==> src/hdl/hlpg_pkg.sv <==
`timescale 1ns / 1ps
// ----------------------------------------------------------------------------
// hlpg_pkg
// Types, constants and helpers shared by the heap limit pressure governor.
// ----------------------------------------------------------------------------
package hlpg_pkg;

  localparam int unsigned BYTES_W   = 48;
  localparam int unsigned COUNT_W   = 8;
  localparam int unsigned CFG_ADDR_W = 3;

  localparam logic [BYTES_W-1:0] BYTES_MAX      = '1;
  localparam logic [BYTES_W-1:0] SLACK_BYTES    = 48'd5242880;
  localparam logic [BYTES_W-1:0] GROW_STEP      = 48'd26214400;
  localparam logic [BYTES_W-1:0] LOTS_FREE      = 48'd104857600;
  localparam logic [BYTES_W-1:0] MAX_DROP       = 48'd104857600;
  localparam logic [COUNT_W-1:0] STALE_OVERRIDE = 8'd10;
  localparam logic [COUNT_W-1:0] STALE_MIN_HOLD = 8'd1;
  localparam logic [COUNT_W-1:0] COUNT_SAT      = '1;
  localparam logic [COUNT_W-1:0] MAX_COLL_RST   = 8'd2;

  typedef enum logic [CFG_ADDR_W-1:0] {
    REG_ADJUST_ENABLE   = 3'd0,
    REG_MAX_HEAP_SIZE   = 3'd1,
    REG_FREE_TARGET     = 3'd2,
    REG_MAX_COLLECTIONS = 3'd3
  } cfg_reg_t;

  typedef struct packed {
    logic [BYTES_W-1:0] heap_total;
    logic [BYTES_W-1:0] heap_free;
    logic [BYTES_W-1:0] avail_physical;
    logic               info_valid;
  } in_t;

  typedef struct packed {
    logic               limit_write;
    logic [BYTES_W-1:0] limit_value;
    logic               collect_trigger;
    logic               resample_wanted;
    logic               info_error;
  } out_t;

  typedef struct packed {
    logic               adjust_enable;
    logic [BYTES_W-1:0] max_heap_size;
    logic [BYTES_W-1:0] free_target;
    logic [COUNT_W-1:0] max_collections;
    logic [BYTES_W-1:0] limit_near;
    logic [BYTES_W-1:0] limit_below;
  } cfg_t;

  typedef struct packed {
    logic [BYTES_W-1:0] soft_limit;
    logic [BYTES_W-1:0] last_heap_size;
    logic [BYTES_W-1:0] peak_free;
    logic [COUNT_W-1:0] stale_free_count;
    logic [COUNT_W-1:0] forced_collections;
  } state_t;

  // Three quarters of a byte count, rounded down.
  function automatic logic [BYTES_W-1:0] three_quarters(input logic [BYTES_W-1:0] v);
    logic [BYTES_W+1:0] sum;
    sum = {2'b00, v} + {1'b0, v, 1'b0};
    return sum[BYTES_W+1:2];
  endfunction

  // One half of a byte count, rounded down.
  function automatic logic [BYTES_W-1:0] one_half(input logic [BYTES_W-1:0] v);
    return {1'b0, v[BYTES_W-1:1]};
  endfunction

endpackage

==> src/hdl/hlpg_cfg_regs.sv <==
`timescale 1ns / 1ps
// ----------------------------------------------------------------------------
// hlpg_cfg_regs
// Configuration register file with precomputed shrink limits.
// ----------------------------------------------------------------------------
module hlpg_cfg_regs (
  input  logic                                 clk,
  input  logic                                 rst_n,
  input  logic                                 cfg_we,
  input  logic [hlpg_pkg::CFG_ADDR_W-1:0]      cfg_addr,
  input  logic [hlpg_pkg::BYTES_W-1:0]         cfg_wdata,
  output hlpg_pkg::cfg_t                       cfg,
  output logic                                 max_load
);
  import hlpg_pkg::*;

  cfg_t cfg_r;
  cfg_t cfg_nxt;

  always_comb begin
    cfg_nxt  = cfg_r;
    max_load = 1'b0;
    if (cfg_we) begin
      unique case (cfg_reg_t'(cfg_addr))
        REG_ADJUST_ENABLE: begin
          cfg_nxt.adjust_enable = cfg_wdata[0];
        end
        REG_MAX_HEAP_SIZE: begin
          cfg_nxt.max_heap_size = cfg_wdata;
          cfg_nxt.limit_near    = three_quarters(cfg_wdata);
          cfg_nxt.limit_below   = one_half(cfg_wdata);
          max_load              = 1'b1;
        end
        REG_FREE_TARGET: begin
          cfg_nxt.free_target = cfg_wdata;
        end
        REG_MAX_COLLECTIONS: begin
          cfg_nxt.max_collections = cfg_wdata[COUNT_W-1:0];
        end
        default: begin
          cfg_nxt = cfg_r;
        end
      endcase
    end
  end

  always_ff @(posedge clk) begin
    if (!rst_n) begin
      cfg_r.adjust_enable   <= 1'b0;
      cfg_r.max_heap_size   <= BYTES_MAX;
      cfg_r.free_target     <= '0;
      cfg_r.max_collections <= MAX_COLL_RST;
      cfg_r.limit_near      <= three_quarters(BYTES_MAX);
      cfg_r.limit_below     <= one_half(BYTES_MAX);
    end else begin
      cfg_r <= cfg_nxt;
    end
  end

  assign cfg = cfg_r;

endmodule

==> src/hdl/hlpg_step.sv <==
`timescale 1ns / 1ps
// ----------------------------------------------------------------------------
// hlpg_step
// Single-pass update of the governor state and result for one sample.
// ----------------------------------------------------------------------------
module hlpg_step (
  input  hlpg_pkg::in_t    item,
  input  hlpg_pkg::cfg_t   cfg,
  input  hlpg_pkg::state_t st,
  output hlpg_pkg::state_t st_next,
  output hlpg_pkg::out_t   result
);
  import hlpg_pkg::*;

  logic               peak_hit;
  logic [COUNT_W-1:0] stale_upd;
  logic               roomy;
  logic [BYTES_W:0]   grow_sum;
  logic [BYTES_W-1:0] grow_lim;
  logic [BYTES_W:0]   raise_sum;
  logic [BYTES_W-1:0] raise_lim;
  logic               grow_hit;
  logic               near_hit;
  logic [BYTES_W-1:0] ratio_lim;
  logic               drop_big;
  logic [BYTES_W-1:0] half_free;
  logic [BYTES_W-1:0] bound;
  logic [BYTES_W-1:0] shrink_lim;
  logic               raise_hit;
  logic [BYTES_W-1:0] new_limit;
  logic               wr;
  logic               coll;
  logic [BYTES_W:0]   slack_old;
  logic [BYTES_W:0]   slack_new;
  logic [COUNT_W-1:0] fc_new;

  always_comb begin
    peak_hit  = st.peak_free >= item.heap_free;
    stale_upd = '0;
    if (peak_hit) begin
      stale_upd = (st.stale_free_count == COUNT_SAT) ? st.stale_free_count
                                                     : st.stale_free_count + 1'b1;
    end
    roomy = (item.heap_free > LOTS_FREE) || (stale_upd > STALE_OVERRIDE);

    grow_sum  = {1'b0, item.heap_total} + {1'b0, GROW_STEP};
    grow_lim  = (grow_sum > {1'b0, cfg.max_heap_size}) ? cfg.max_heap_size
                                                       : grow_sum[BYTES_W-1:0];
    raise_sum = {1'b0, st.soft_limit} + {1'b0, GROW_STEP};
    raise_lim = (raise_sum > {1'b0, cfg.max_heap_size}) ? cfg.max_heap_size
                                                        : raise_sum[BYTES_W-1:0];

    grow_hit = (st.soft_limit <= item.heap_total) &&
               ((st.last_heap_size < item.heap_total) ||
                ((st.last_heap_size == item.heap_total) && (item.heap_free == '0) &&
                 (stale_upd > STALE_MIN_HOLD)));

    near_hit = (cfg.free_target != '0) &&
               ({1'b0, item.avail_physical} <= {cfg.free_target, 1'b0}) && roomy;
    ratio_lim = (item.avail_physical <= cfg.free_target) ? cfg.limit_below
                                                         : cfg.limit_near;
    drop_big  = {2'b00, st.soft_limit} > ({2'b00, ratio_lim} + {2'b00, MAX_DROP});
    half_free = one_half(item.heap_free);
    bound     = (st.soft_limit > half_free) ? st.soft_limit - half_free : '0;
    shrink_lim = (drop_big && (bound > ratio_lim)) ? bound : ratio_lim;

    raise_hit = roomy && (st.soft_limit < cfg.max_heap_size);

    slack_old = {1'b0, st.soft_limit} + {1'b0, SLACK_BYTES};

    new_limit = st.soft_limit;
    wr        = 1'b0;
    coll      = 1'b0;
    fc_new    = st.forced_collections;

    if (item.info_valid && cfg.adjust_enable) begin
      if (grow_hit) begin
        new_limit = grow_lim;
        wr        = 1'b1;
      end else if (near_hit) begin
        new_limit = shrink_lim;
        if (shrink_lim != st.soft_limit) begin
          wr   = 1'b1;
          coll = shrink_lim < item.heap_total;
        end
      end else if (raise_hit) begin
        new_limit = raise_lim;
        wr        = 1'b1;
      end

      if (new_limit != st.soft_limit) begin
        fc_new = '0;
      end else if ((st.forced_collections < cfg.max_collections) &&
                   (item.heap_free > LOTS_FREE) &&
                   ({1'b0, item.heap_total} > slack_old)) begin
        coll   = 1'b1;
        fc_new = (st.last_heap_size == item.heap_total) ? st.forced_collections + 1'b1
                                                        : '0;
      end
    end

    slack_new = {1'b0, new_limit} + {1'b0, SLACK_BYTES};

    st_next.soft_limit         = new_limit;
    st_next.last_heap_size     = item.info_valid ? item.heap_total : st.last_heap_size;
    st_next.peak_free          = peak_hit ? st.peak_free : item.heap_free;
    st_next.stale_free_count   = stale_upd;
    st_next.forced_collections = fc_new;

    result.limit_write     = wr;
    result.limit_value     = new_limit;
    result.collect_trigger = coll;
    result.resample_wanted = ({1'b0, item.heap_total} > slack_new) &&
                             (fc_new < cfg.max_collections);
    result.info_error      = !item.info_valid;
  end

endmodule

==> src/hdl/heap_limit_pressure_governor_core.sv <==
`timescale 1ns / 1ps
// ----------------------------------------------------------------------------
// heap_limit_pressure_governor_core
// Soft heap limit governor driven by heap and physical memory samples.
// ----------------------------------------------------------------------------
// The core takes one sample per clock cycle, unless in_stall is raised, and
// returns one result per sample. A sample accepted by the core lands in the
// input register, is evaluated from there, and its result is captured in the
// output register; sustained rate is one sample per cycle while the result
// side keeps up. The rate is set by the state loop: the soft limit, peak free,
// stale count and collection count are read and rewritten in the same cycle
// that evaluates a sample. A write to max_heap_size also reloads the soft
// limit and the peak free tracker.
module heap_limit_pressure_governor_core (
  input  logic                            clk,
  input  logic                            rst_n,
  input  logic                            in_valid,
  output logic                            in_stall,
  input  hlpg_pkg::in_t                   in_data,
  output logic                            out_valid,
  input  logic                            out_stall,
  output hlpg_pkg::out_t                  out_data,
  input  logic                            cfg_we,
  input  logic [hlpg_pkg::CFG_ADDR_W-1:0] cfg_addr,
  input  logic [hlpg_pkg::BYTES_W-1:0]    cfg_wdata
);
  import hlpg_pkg::*;

  cfg_t   cfg;
  logic   max_load;
  state_t st_r;
  state_t st_nxt;
  state_t st_step;
  out_t   result;

  logic   s1_valid_r;
  logic   s1_valid_nxt;
  in_t    s1_data_r;
  logic   out_valid_r;
  logic   out_valid_nxt;
  out_t   out_data_r;
  logic   out_free;
  logic   proc;
  logic   in_take;

  hlpg_cfg_regs u_cfg (
    .clk      (clk),
    .rst_n    (rst_n),
    .cfg_we   (cfg_we),
    .cfg_addr (cfg_addr),
    .cfg_wdata(cfg_wdata),
    .cfg      (cfg),
    .max_load (max_load)
  );

  hlpg_step u_step (
    .item   (s1_data_r),
    .cfg    (cfg),
    .st     (st_r),
    .st_next(st_step),
    .result (result)
  );

  assign out_free = !out_valid_r || !out_stall;
  assign proc     = s1_valid_r && out_free;
  assign in_stall = s1_valid_r && !out_free;
  assign in_take  = in_valid && !in_stall;

  always_comb begin
    s1_valid_nxt = s1_valid_r;
    if (in_take) begin
      s1_valid_nxt = 1'b1;
    end else if (proc) begin
      s1_valid_nxt = 1'b0;
    end

    out_valid_nxt = out_valid_r;
    if (proc) begin
      out_valid_nxt = 1'b1;
    end else if (!out_stall) begin
      out_valid_nxt = 1'b0;
    end

    st_nxt = st_r;
    if (proc) begin
      st_nxt = st_step;
    end
    if (max_load) begin
      st_nxt.soft_limit = cfg_wdata;
      st_nxt.peak_free  = cfg_wdata;
    end
  end

  always_ff @(posedge clk) begin
    if (!rst_n) begin
      s1_valid_r                 <= 1'b0;
      out_valid_r                <= 1'b0;
      st_r.soft_limit            <= BYTES_MAX;
      st_r.last_heap_size        <= '0;
      st_r.peak_free             <= BYTES_MAX;
      st_r.stale_free_count      <= '0;
      st_r.forced_collections    <= '0;
    end else begin
      s1_valid_r  <= s1_valid_nxt;
      out_valid_r <= out_valid_nxt;
      st_r        <= st_nxt;
    end
  end

  always_ff @(posedge clk) begin
    if (in_take) begin
      s1_data_r <= in_data;
    end
    if (proc) begin
      out_data_r <= result;
    end
  end

  assign out_valid = out_valid_r;
  assign out_data  = out_data_r;

  a_stall_needs_item: assert property (@(posedge clk) disable iff (!rst_n)
    in_stall |-> s1_valid_r)
    else $error("input stalled with an empty input register");

  a_rise_after_proc: assert property (@(posedge clk) disable iff (!rst_n)
    $rose(out_valid_r) |-> $past(proc))
    else $error("result appeared without an evaluated sample");

  a_invalid_holds_limit: assert property (@(posedge clk) disable iff (!rst_n)
    (proc && !s1_data_r.info_valid && !max_load) |=> $stable(st_r.soft_limit))
    else $error("soft limit moved on an invalid sample");

  a_stale_saturates: assert property (@(posedge clk) disable iff (!rst_n)
    (proc && st_r.stale_free_count == COUNT_SAT &&
     st_r.peak_free >= s1_data_r.heap_free) |=> st_r.stale_free_count == COUNT_SAT)
    else $error("stale free count wrapped");

  a_write_needs_info: assert property (@(posedge clk) disable iff (!rst_n)
    (out_valid_r && out_data_r.limit_write) |-> !out_data_r.info_error)
    else $error("limit write issued for a sample without memory info");

endmodule
==> config.mk <==
export PLATFORM = sky130hd
export DESIGN_NAME = heap_limit_pressure_governor_core
export DESIGN_NICKNAME = d
export VERILOG_FILES = /design/src/hdl/hlpg_pkg.sv /design/src/hdl/hlpg_cfg_regs.sv /design/src/hdl/hlpg_step.sv /design/src/hdl/heap_limit_pressure_governor_core.sv
export SDC_FILE = /design/constraint.sdc
export NUM_CORES = 2
export LEC_CHECK = 0
export ABC_AREA = 1
export BUFFER_PORTS_ARGS = -buffer_cell sky130_fd_sc_hd__buf_2
export CAP_MARGIN = 25
export CORE_MARGIN = 3
export CORE_UTILIZATION = 49
export DETAILED_ROUTE_END_ITERATION = 16
export PLACE_DENSITY = 0.66
export SLEW_MARGIN = 25
export SYNTH_ARGS = -nofsm -noshare
export SYNTH_HDL_FRONTEND = slang
export SYNTH_SLANG_ARGS = --single-unit
==> constraint.sdc <==
create_clock -name clk -period 10.5 [get_ports clk]
set_input_delay 1.05 -clock clk [delete_from_list [all_inputs] [get_ports clk]]
set_output_delay 1.05 -clock clk [all_outputs]
set_load 0.02 [all_outputs]
Word level (Yosys, flattened, before mapping)
Index checks and enable logic that the tools add are counted.
- logic and storage cells: 128
- output and inout port bits: 54
- register bits after elaboration: 559
- bits of input ports: 201
- $add $sub $neg: 9
- equality and inequality tests: 9
- magnitude comparators: 19
- muxes and demuxes: 36
- reductions and logical operators: 33
- operators by type and width (operator ; number):
    two-way mux 48 bit ; 14
    two-way mux 160 bit ; 1
    < comparator 48 bit ; 3
    adder 48 x 23 -> 49 bit, second input constant ; 2
    adder 48 x 25 -> 49 bit, second input constant ; 2
    > comparator 48 x 49 -> 1 bit ; 2
    > comparator 49 x 48 -> 1 bit ; 2
    less-or-equal comparator 48 bit ; 2
    inequality test 48 bit ; 2
    adder 48 x 49 -> 50 bit ; 1
    > comparator 48 x 50 -> 1 bit ; 1
    adder 48 x 27 -> 49 bit, second input constant ; 1
    less-or-equal comparator 48 x 49 -> 1 bit ; 1
    equality test 48 bit ; 1
    >= comparator 48 bit ; 1
    > comparator 48 x 27 -> 1 bit, second input constant ; 1
    > comparator 48 x 47 -> 1 bit ; 1
    > comparator 48 bit ; 1
    logical NOT 48 bit ; 1
    two-way mux 8 bit ; 6
    nonzero test 48 bit ; 1
    subtractor 48 x 47 -> 48 bit ; 1
    adder 8 x 1 -> 8 bit, second input constant ; 2
    < comparator 8 bit ; 2
    other kinds (14) ; 54

Depth between registers and ports, before layout
- word-level depth: 15
- gate-level depth with buffers: 73
- gate-level depth less buffers: 70

Hierarchy
Synthesis repeated with hierarchy kept, for this count alone.
- cell total of the unflattened synthesis: 7760
- area total of the unflattened synthesis: 51700.8 µm²
- modules (own cells, without submodules) (module ; area an instance (µm²) ; cells an instance ; times used ; seq. area each (µm²)):
    hlpg_step ; 29310.6 ; 5086 ; 1 ; 0.0
    heap_limit_pressure_governor_core ; 12803.5 ; 1169 ; 1 ; 9158.8
    hlpg_cfg_regs ; 9586.7 ; 1505 ; 1 ; 3062.9

Worst setup path before layout
OpenSTA, ideal clock, no wires.
- kind: reg2reg
- from: register s1_data_r[48] (netlist bit)
- to: register out_data_r, in the netlist out_data[1] (data pin)
- clock period less this slack: 8.293 ns
- data required time: 10.244 ns
- data arrival time: 8.037 ns
- path slack: 2.207 ns
- cell stages (with the launch flop): 66
- path through: edfxtp_1 > ha_1 > nand2_1 > nor2_1 > nor3b_2 > nand2_1 > nor2_1 > nand2_1 > nand3_2 > nand2_2 > buf_6 > buf_6 > buf_2 > nand2_1 > o21ai_2 > nor3_2 > inv_1 > nand2_1 > (+30 left out) > nor3_1 > nand3_1 > xor2_1 > ha_1 > nand2_1 > nor2_1 > nand4_1 > a21oi_1 > a2111oi_0 > nand3_1 > nand2_1 > o2111ai_1 > a221oi_1 > o21ai_0 > a21oi_1 > nor2_1 > o21ai_1 > a21oi_1
- RTL lines (item ; RTL line ; source):
    start: declaration ; heap_limit_pressure_governor_core.sv:38 ; in_t s1_data_r;
    start signal: assignment ; heap_limit_pressure_governor_core.sv:112 ; s1_data_r <= in_data;
    end signal: assignment ; heap_limit_pressure_governor_core.sv:115 ; out_data_r <= result;
    end: declaration ; heap_limit_pressure_governor_core.sv:41 ; out_t out_data_r;

==> impl_metrics.csv <==
group,metric,value,unit
sta,worst_pin_slew,1.23,ns
power,ir_drop,0.136,mV
logic_synthesis,seq_area_frac_synth,0.264,
grt,grt_max_degree,97,
job,max-cap-violations,0,
critical_path,crit_path_end,"out_data[1]$_DFFE_PP_",
sta,slew_headroom,0.171,
critical_path,critPathSlowestCell,"nor4_1",
die,die_x,313,um
detailed_routing,post_drt_wl_per_cell,23.1,um
critical_path,crit_top_cell,"nand2_1",
layout,finalNetCount,7550,
sta,hold_violations,0,
clock_tree,clockBufferDepth,3,
status,status,"finished, final reports clean",
sta,skew,0.0346,ns
layout,nFillCells,9313,
clock_tree,htree_levels,2,
logic_synthesis,synthesis.area,46300,um^2
clock_tree,cts_buffers,61,
die,ioPinCount,255,
logic_synthesis,synth.most_common_cell,"nand2_1",
grt,grt_usage,0.361,
die,rows,112,
logic_synthesis,synth_warnings,0,
min_path,hold_class,"reg -> reg",
layout,drive_gt1_frac,0.0961,
layout,instances_no_fill,7940,
critical_path,reg2reg_to,"out_data[1]$_DFFE_PP_",
grt,grt_use_met3,0.0783,
detailed_routing,detail-route-antenna-nets,0,
clock_tree,path_clk_slew,0.07,ns
grt,grt_pass1_wl,270,mm
clock_tree,clk_latency,0.71,ns
logic_synthesis,synth.distinct_cells,70,
logic_synthesis,synthFlopType,"dfxtp_1",
grt,grt-ovfl-total,0,
critical_path,cpPeakStageDelay,0.47,ns
critical_path,rrSetupSlack,0.83,ns
place,port_buffers,254,
clock_tree,numClockSinks,512,
die,start_util,0.496,
grt,use_met2,0.532,
clock_tree,root_buffer,"clkbuf_16",
layout,fin_util,0.551,
layout,stdcell_area,51500,um^2
sta,setup_viol,0,
critical_path,cp-start-kind,"flop",
detailed_routing,avgViaCountPerCell,5.97,
grt,grt_use_met1,0.519,
clock_tree,cts_tree,"built",
logic_synthesis,synth_common_cells,"nand2_1 (1425), inv_1 (761), ha_1 (716)",
critical_path,cp-end-kind,"flop",
detailed_routing,vias,47400,
logic_synthesis,synth_top_area_share,0.193,
layout,area_growth,11.3,%
detailed_routing,wl,184,mm
power,leakage,24.8,nW
grt,first_global_vias,43900,
detailed_routing,remaining_drc_errors,0,
logic_synthesis,synth_edf_count,197,
critical_path,ff2ff_path_depth,53,
logic_synthesis,syn_avg_cell_area,7.25,um^2
place,dpl.hpwl,147,mm
sta,max_freq,0.103,GHz
place,placed_area,49300,um^2
detailed_routing,drt_iter0_drc,5637,
die,core,93500,um^2
sta,rsz0062_at_grt,"false",
critical_path,crit_path_start,"st_r[112]$_SDFFE_PN1P_",
sta,fin_crit,9.67,ns
critical_path,critical_path_class,"reg -> reg",
power,power_density,152,nW/um^2
critical_path,reg2reg_from,"st_r[112]$_SDFFE_PN1P_",
die,die_h,313,um
place,dpl.cell_count,7818,
sta,final_max_slew_viol_count,0,
grt,grt.busiest_layer,"met2",
grt,antenna_found_initial,4,
logic_synthesis,synthCells,6389,
logic_synthesis,synth_fp_nets,7308,
sta,setup_tns,0,ns
place,gp_congestion,1.01,
sta,layout_worst_path_cycle_share,0.921,
detailed_routing,drt_pass1_iterations,7,
die,fp.dieArea,98300,um^2
critical_path,crit_fanout,10,
logic_synthesis,async_flop_share,0,
logic_synthesis,synth.area.top_cells,"ha_1 (19%), dfxtp_1 (14%), edfxtp_1 (13%)",
clock_tree,hold_buffers,0,
logic_synthesis,synth_top_area_cell,"ha_1",
critical_path,cp.arrival,10.10,ns
critical_path,cp.required,10.93,ns
logic_synthesis,ys_ff_latch,512,
## layer usage
| layer | routed length [um] | part of all wire | vias to the layer above |
|---|---|---|---|
| met1 | 79800 | 0.43 | 22100 |
| li1 | - | - | 22600 |
| met3 | 21800 | 0.12 | 306 |
| met5 | 0 | 0 | - |
| met2 | 75000 | 0.41 | 2371 |
| met4 | 7210 | 0.039 | 0 |
## logic make-up after synthesis
| kind of cell | synth area share |
|---|---|
| adders and majority gates | 0.194 |
| xor gates and xnor gates | 0.0331 |
| buffers and inverters | 0.0838 |
| DFF | 0.264 |
| AOI/OAI and AO/OA | 0.191 |
| and+or+nand+nor | 0.234 |
## worst min-delay path by stage
| stage | startpoint | end | slack (ns) | cells after the start |
|---|---|---|---|---|
| after detailed placement | st_r[83]$_SDFFE_PN0P_ | st_r[83]$_SDFFE_PN0P_ | 0.46 | 2 |
| after global routing | st_r[82]$_SDFFE_PN0P_ | st_r[82]$_SDFFE_PN0P_ | 0.48 | 2 |
| final | st_r[70]$_SDFFE_PN0P_ | st_r[70]$_SDFFE_PN0P_ | 0.47 | 2 |
| after floorplan | u_cfg.cfg[200]$_SDFFE_PN0P_ | u_cfg.cfg[200]$_SDFFE_PN0P_ | 0.42 | 2 |
| after CTS | st_r[83]$_SDFFE_PN0P_ | st_r[83]$_SDFFE_PN0P_ | 0.47 | 2 |
| after global placement | st_r[64]$_SDFFE_PN0P_ | st_r[64]$_SDFFE_PN0P_ | 0.45 | 2 |
## flip-flops by register name (all words and copies together), names as in the netlist
| register | count |
|---|---|
| out_data | 52 |
| out_valid | 1 |
| s1_data_r | 145 |
| s1_valid_r | 1 |
| st_r | 160 |
| u_cfg.cfg | 153 |
## metrics by stage
stage / setup WS, ns / hold slack, ns / power, mW
floorplan: 2.21 / 0.424 / 4.47
global placement: 0.513 / 0.452 / 5.41
global route: 0.000510 / 0.481 / 8.26
detailed placement: 0.336 / 0.458 / 5.45
finish: 0.830 / 0.466 / 7.81
CTS: 0.292 / 0.469 / 7.74
## worst max-delay path, delay by kind of cell (launching register included)
family,cells,cell delay [ns]
buffers and inverters,6,0.84
adders and majority gates,4,1.20
xor gates and xnor gates,1,0.16
DFF,1,0.39
and+or+nand+nor,28,4.09
AOI/OAI and AO/OA,14,2.70
## report_power, final
| part | switching (mW) | total, mW | internal (mW) |
|---|---|---|---|
| clock network | 0.988 | 2.27 | 1.28 |
| logic | 2.19 | 3.25 | 1.05 |
| registers | 0.108 | 2.29 | 2.18 |
## cell type report
| cell class | count | area [um^2] | area share |
|---|---|---|---|
| sequential | 512 | 12200 | 0.237 |
| clock inverter | 36 | 365 | 0.00709 |
| inverter | 778 | 2930 | 0.0568 |
| antenna | 2 | 5.00 | 0.0000971 |
| multi-input combinational | 4887 | 30300 | 0.588 |
| clock buffer | 80 | 1780 | 0.0346 |
| timing repair buffer | 391 | 2340 | 0.0454 |
| tap | 1254 | 1570 | 0.0304 |
## repair_timing
action	in CTS	in global routing
setup endpoints to repair	0	1
setup buffers	0	3
gates resized for setup	0	7
## cell usage in the layout, fill, tap and decap left out, types with 26 or more instances in the layout
| cell type | instances |
|---|---|
| xnor2_1 | 26 |
| xor2_1 | 149 |
| ha_1 | 716 |
| o21ai_2 | 35 |
| nor4_1 | 46 |
| buf_2 | 253 |
| a211oi_1 | 29 |
| nand2_1 | 1425 |
| a21oi_1 | 632 |
| buf_4 | 135 |
| nor3_1 | 71 |
| nand3_1 | 366 |
| nor2_1 | 343 |
| inv_1 | 759 |
| o21ai_1 | 44 |
| o21ai_0 | 400 |
| o211ai_1 | 92 |
| a31oi_1 | 51 |
| edfxtp_1 | 197 |
| nand4_1 | 135 |
| dfxtp_1 | 315 |
| a221o_1 | 97 |
| clkbuf_16 | 64 |
Power figures use the tool's default switching activity.
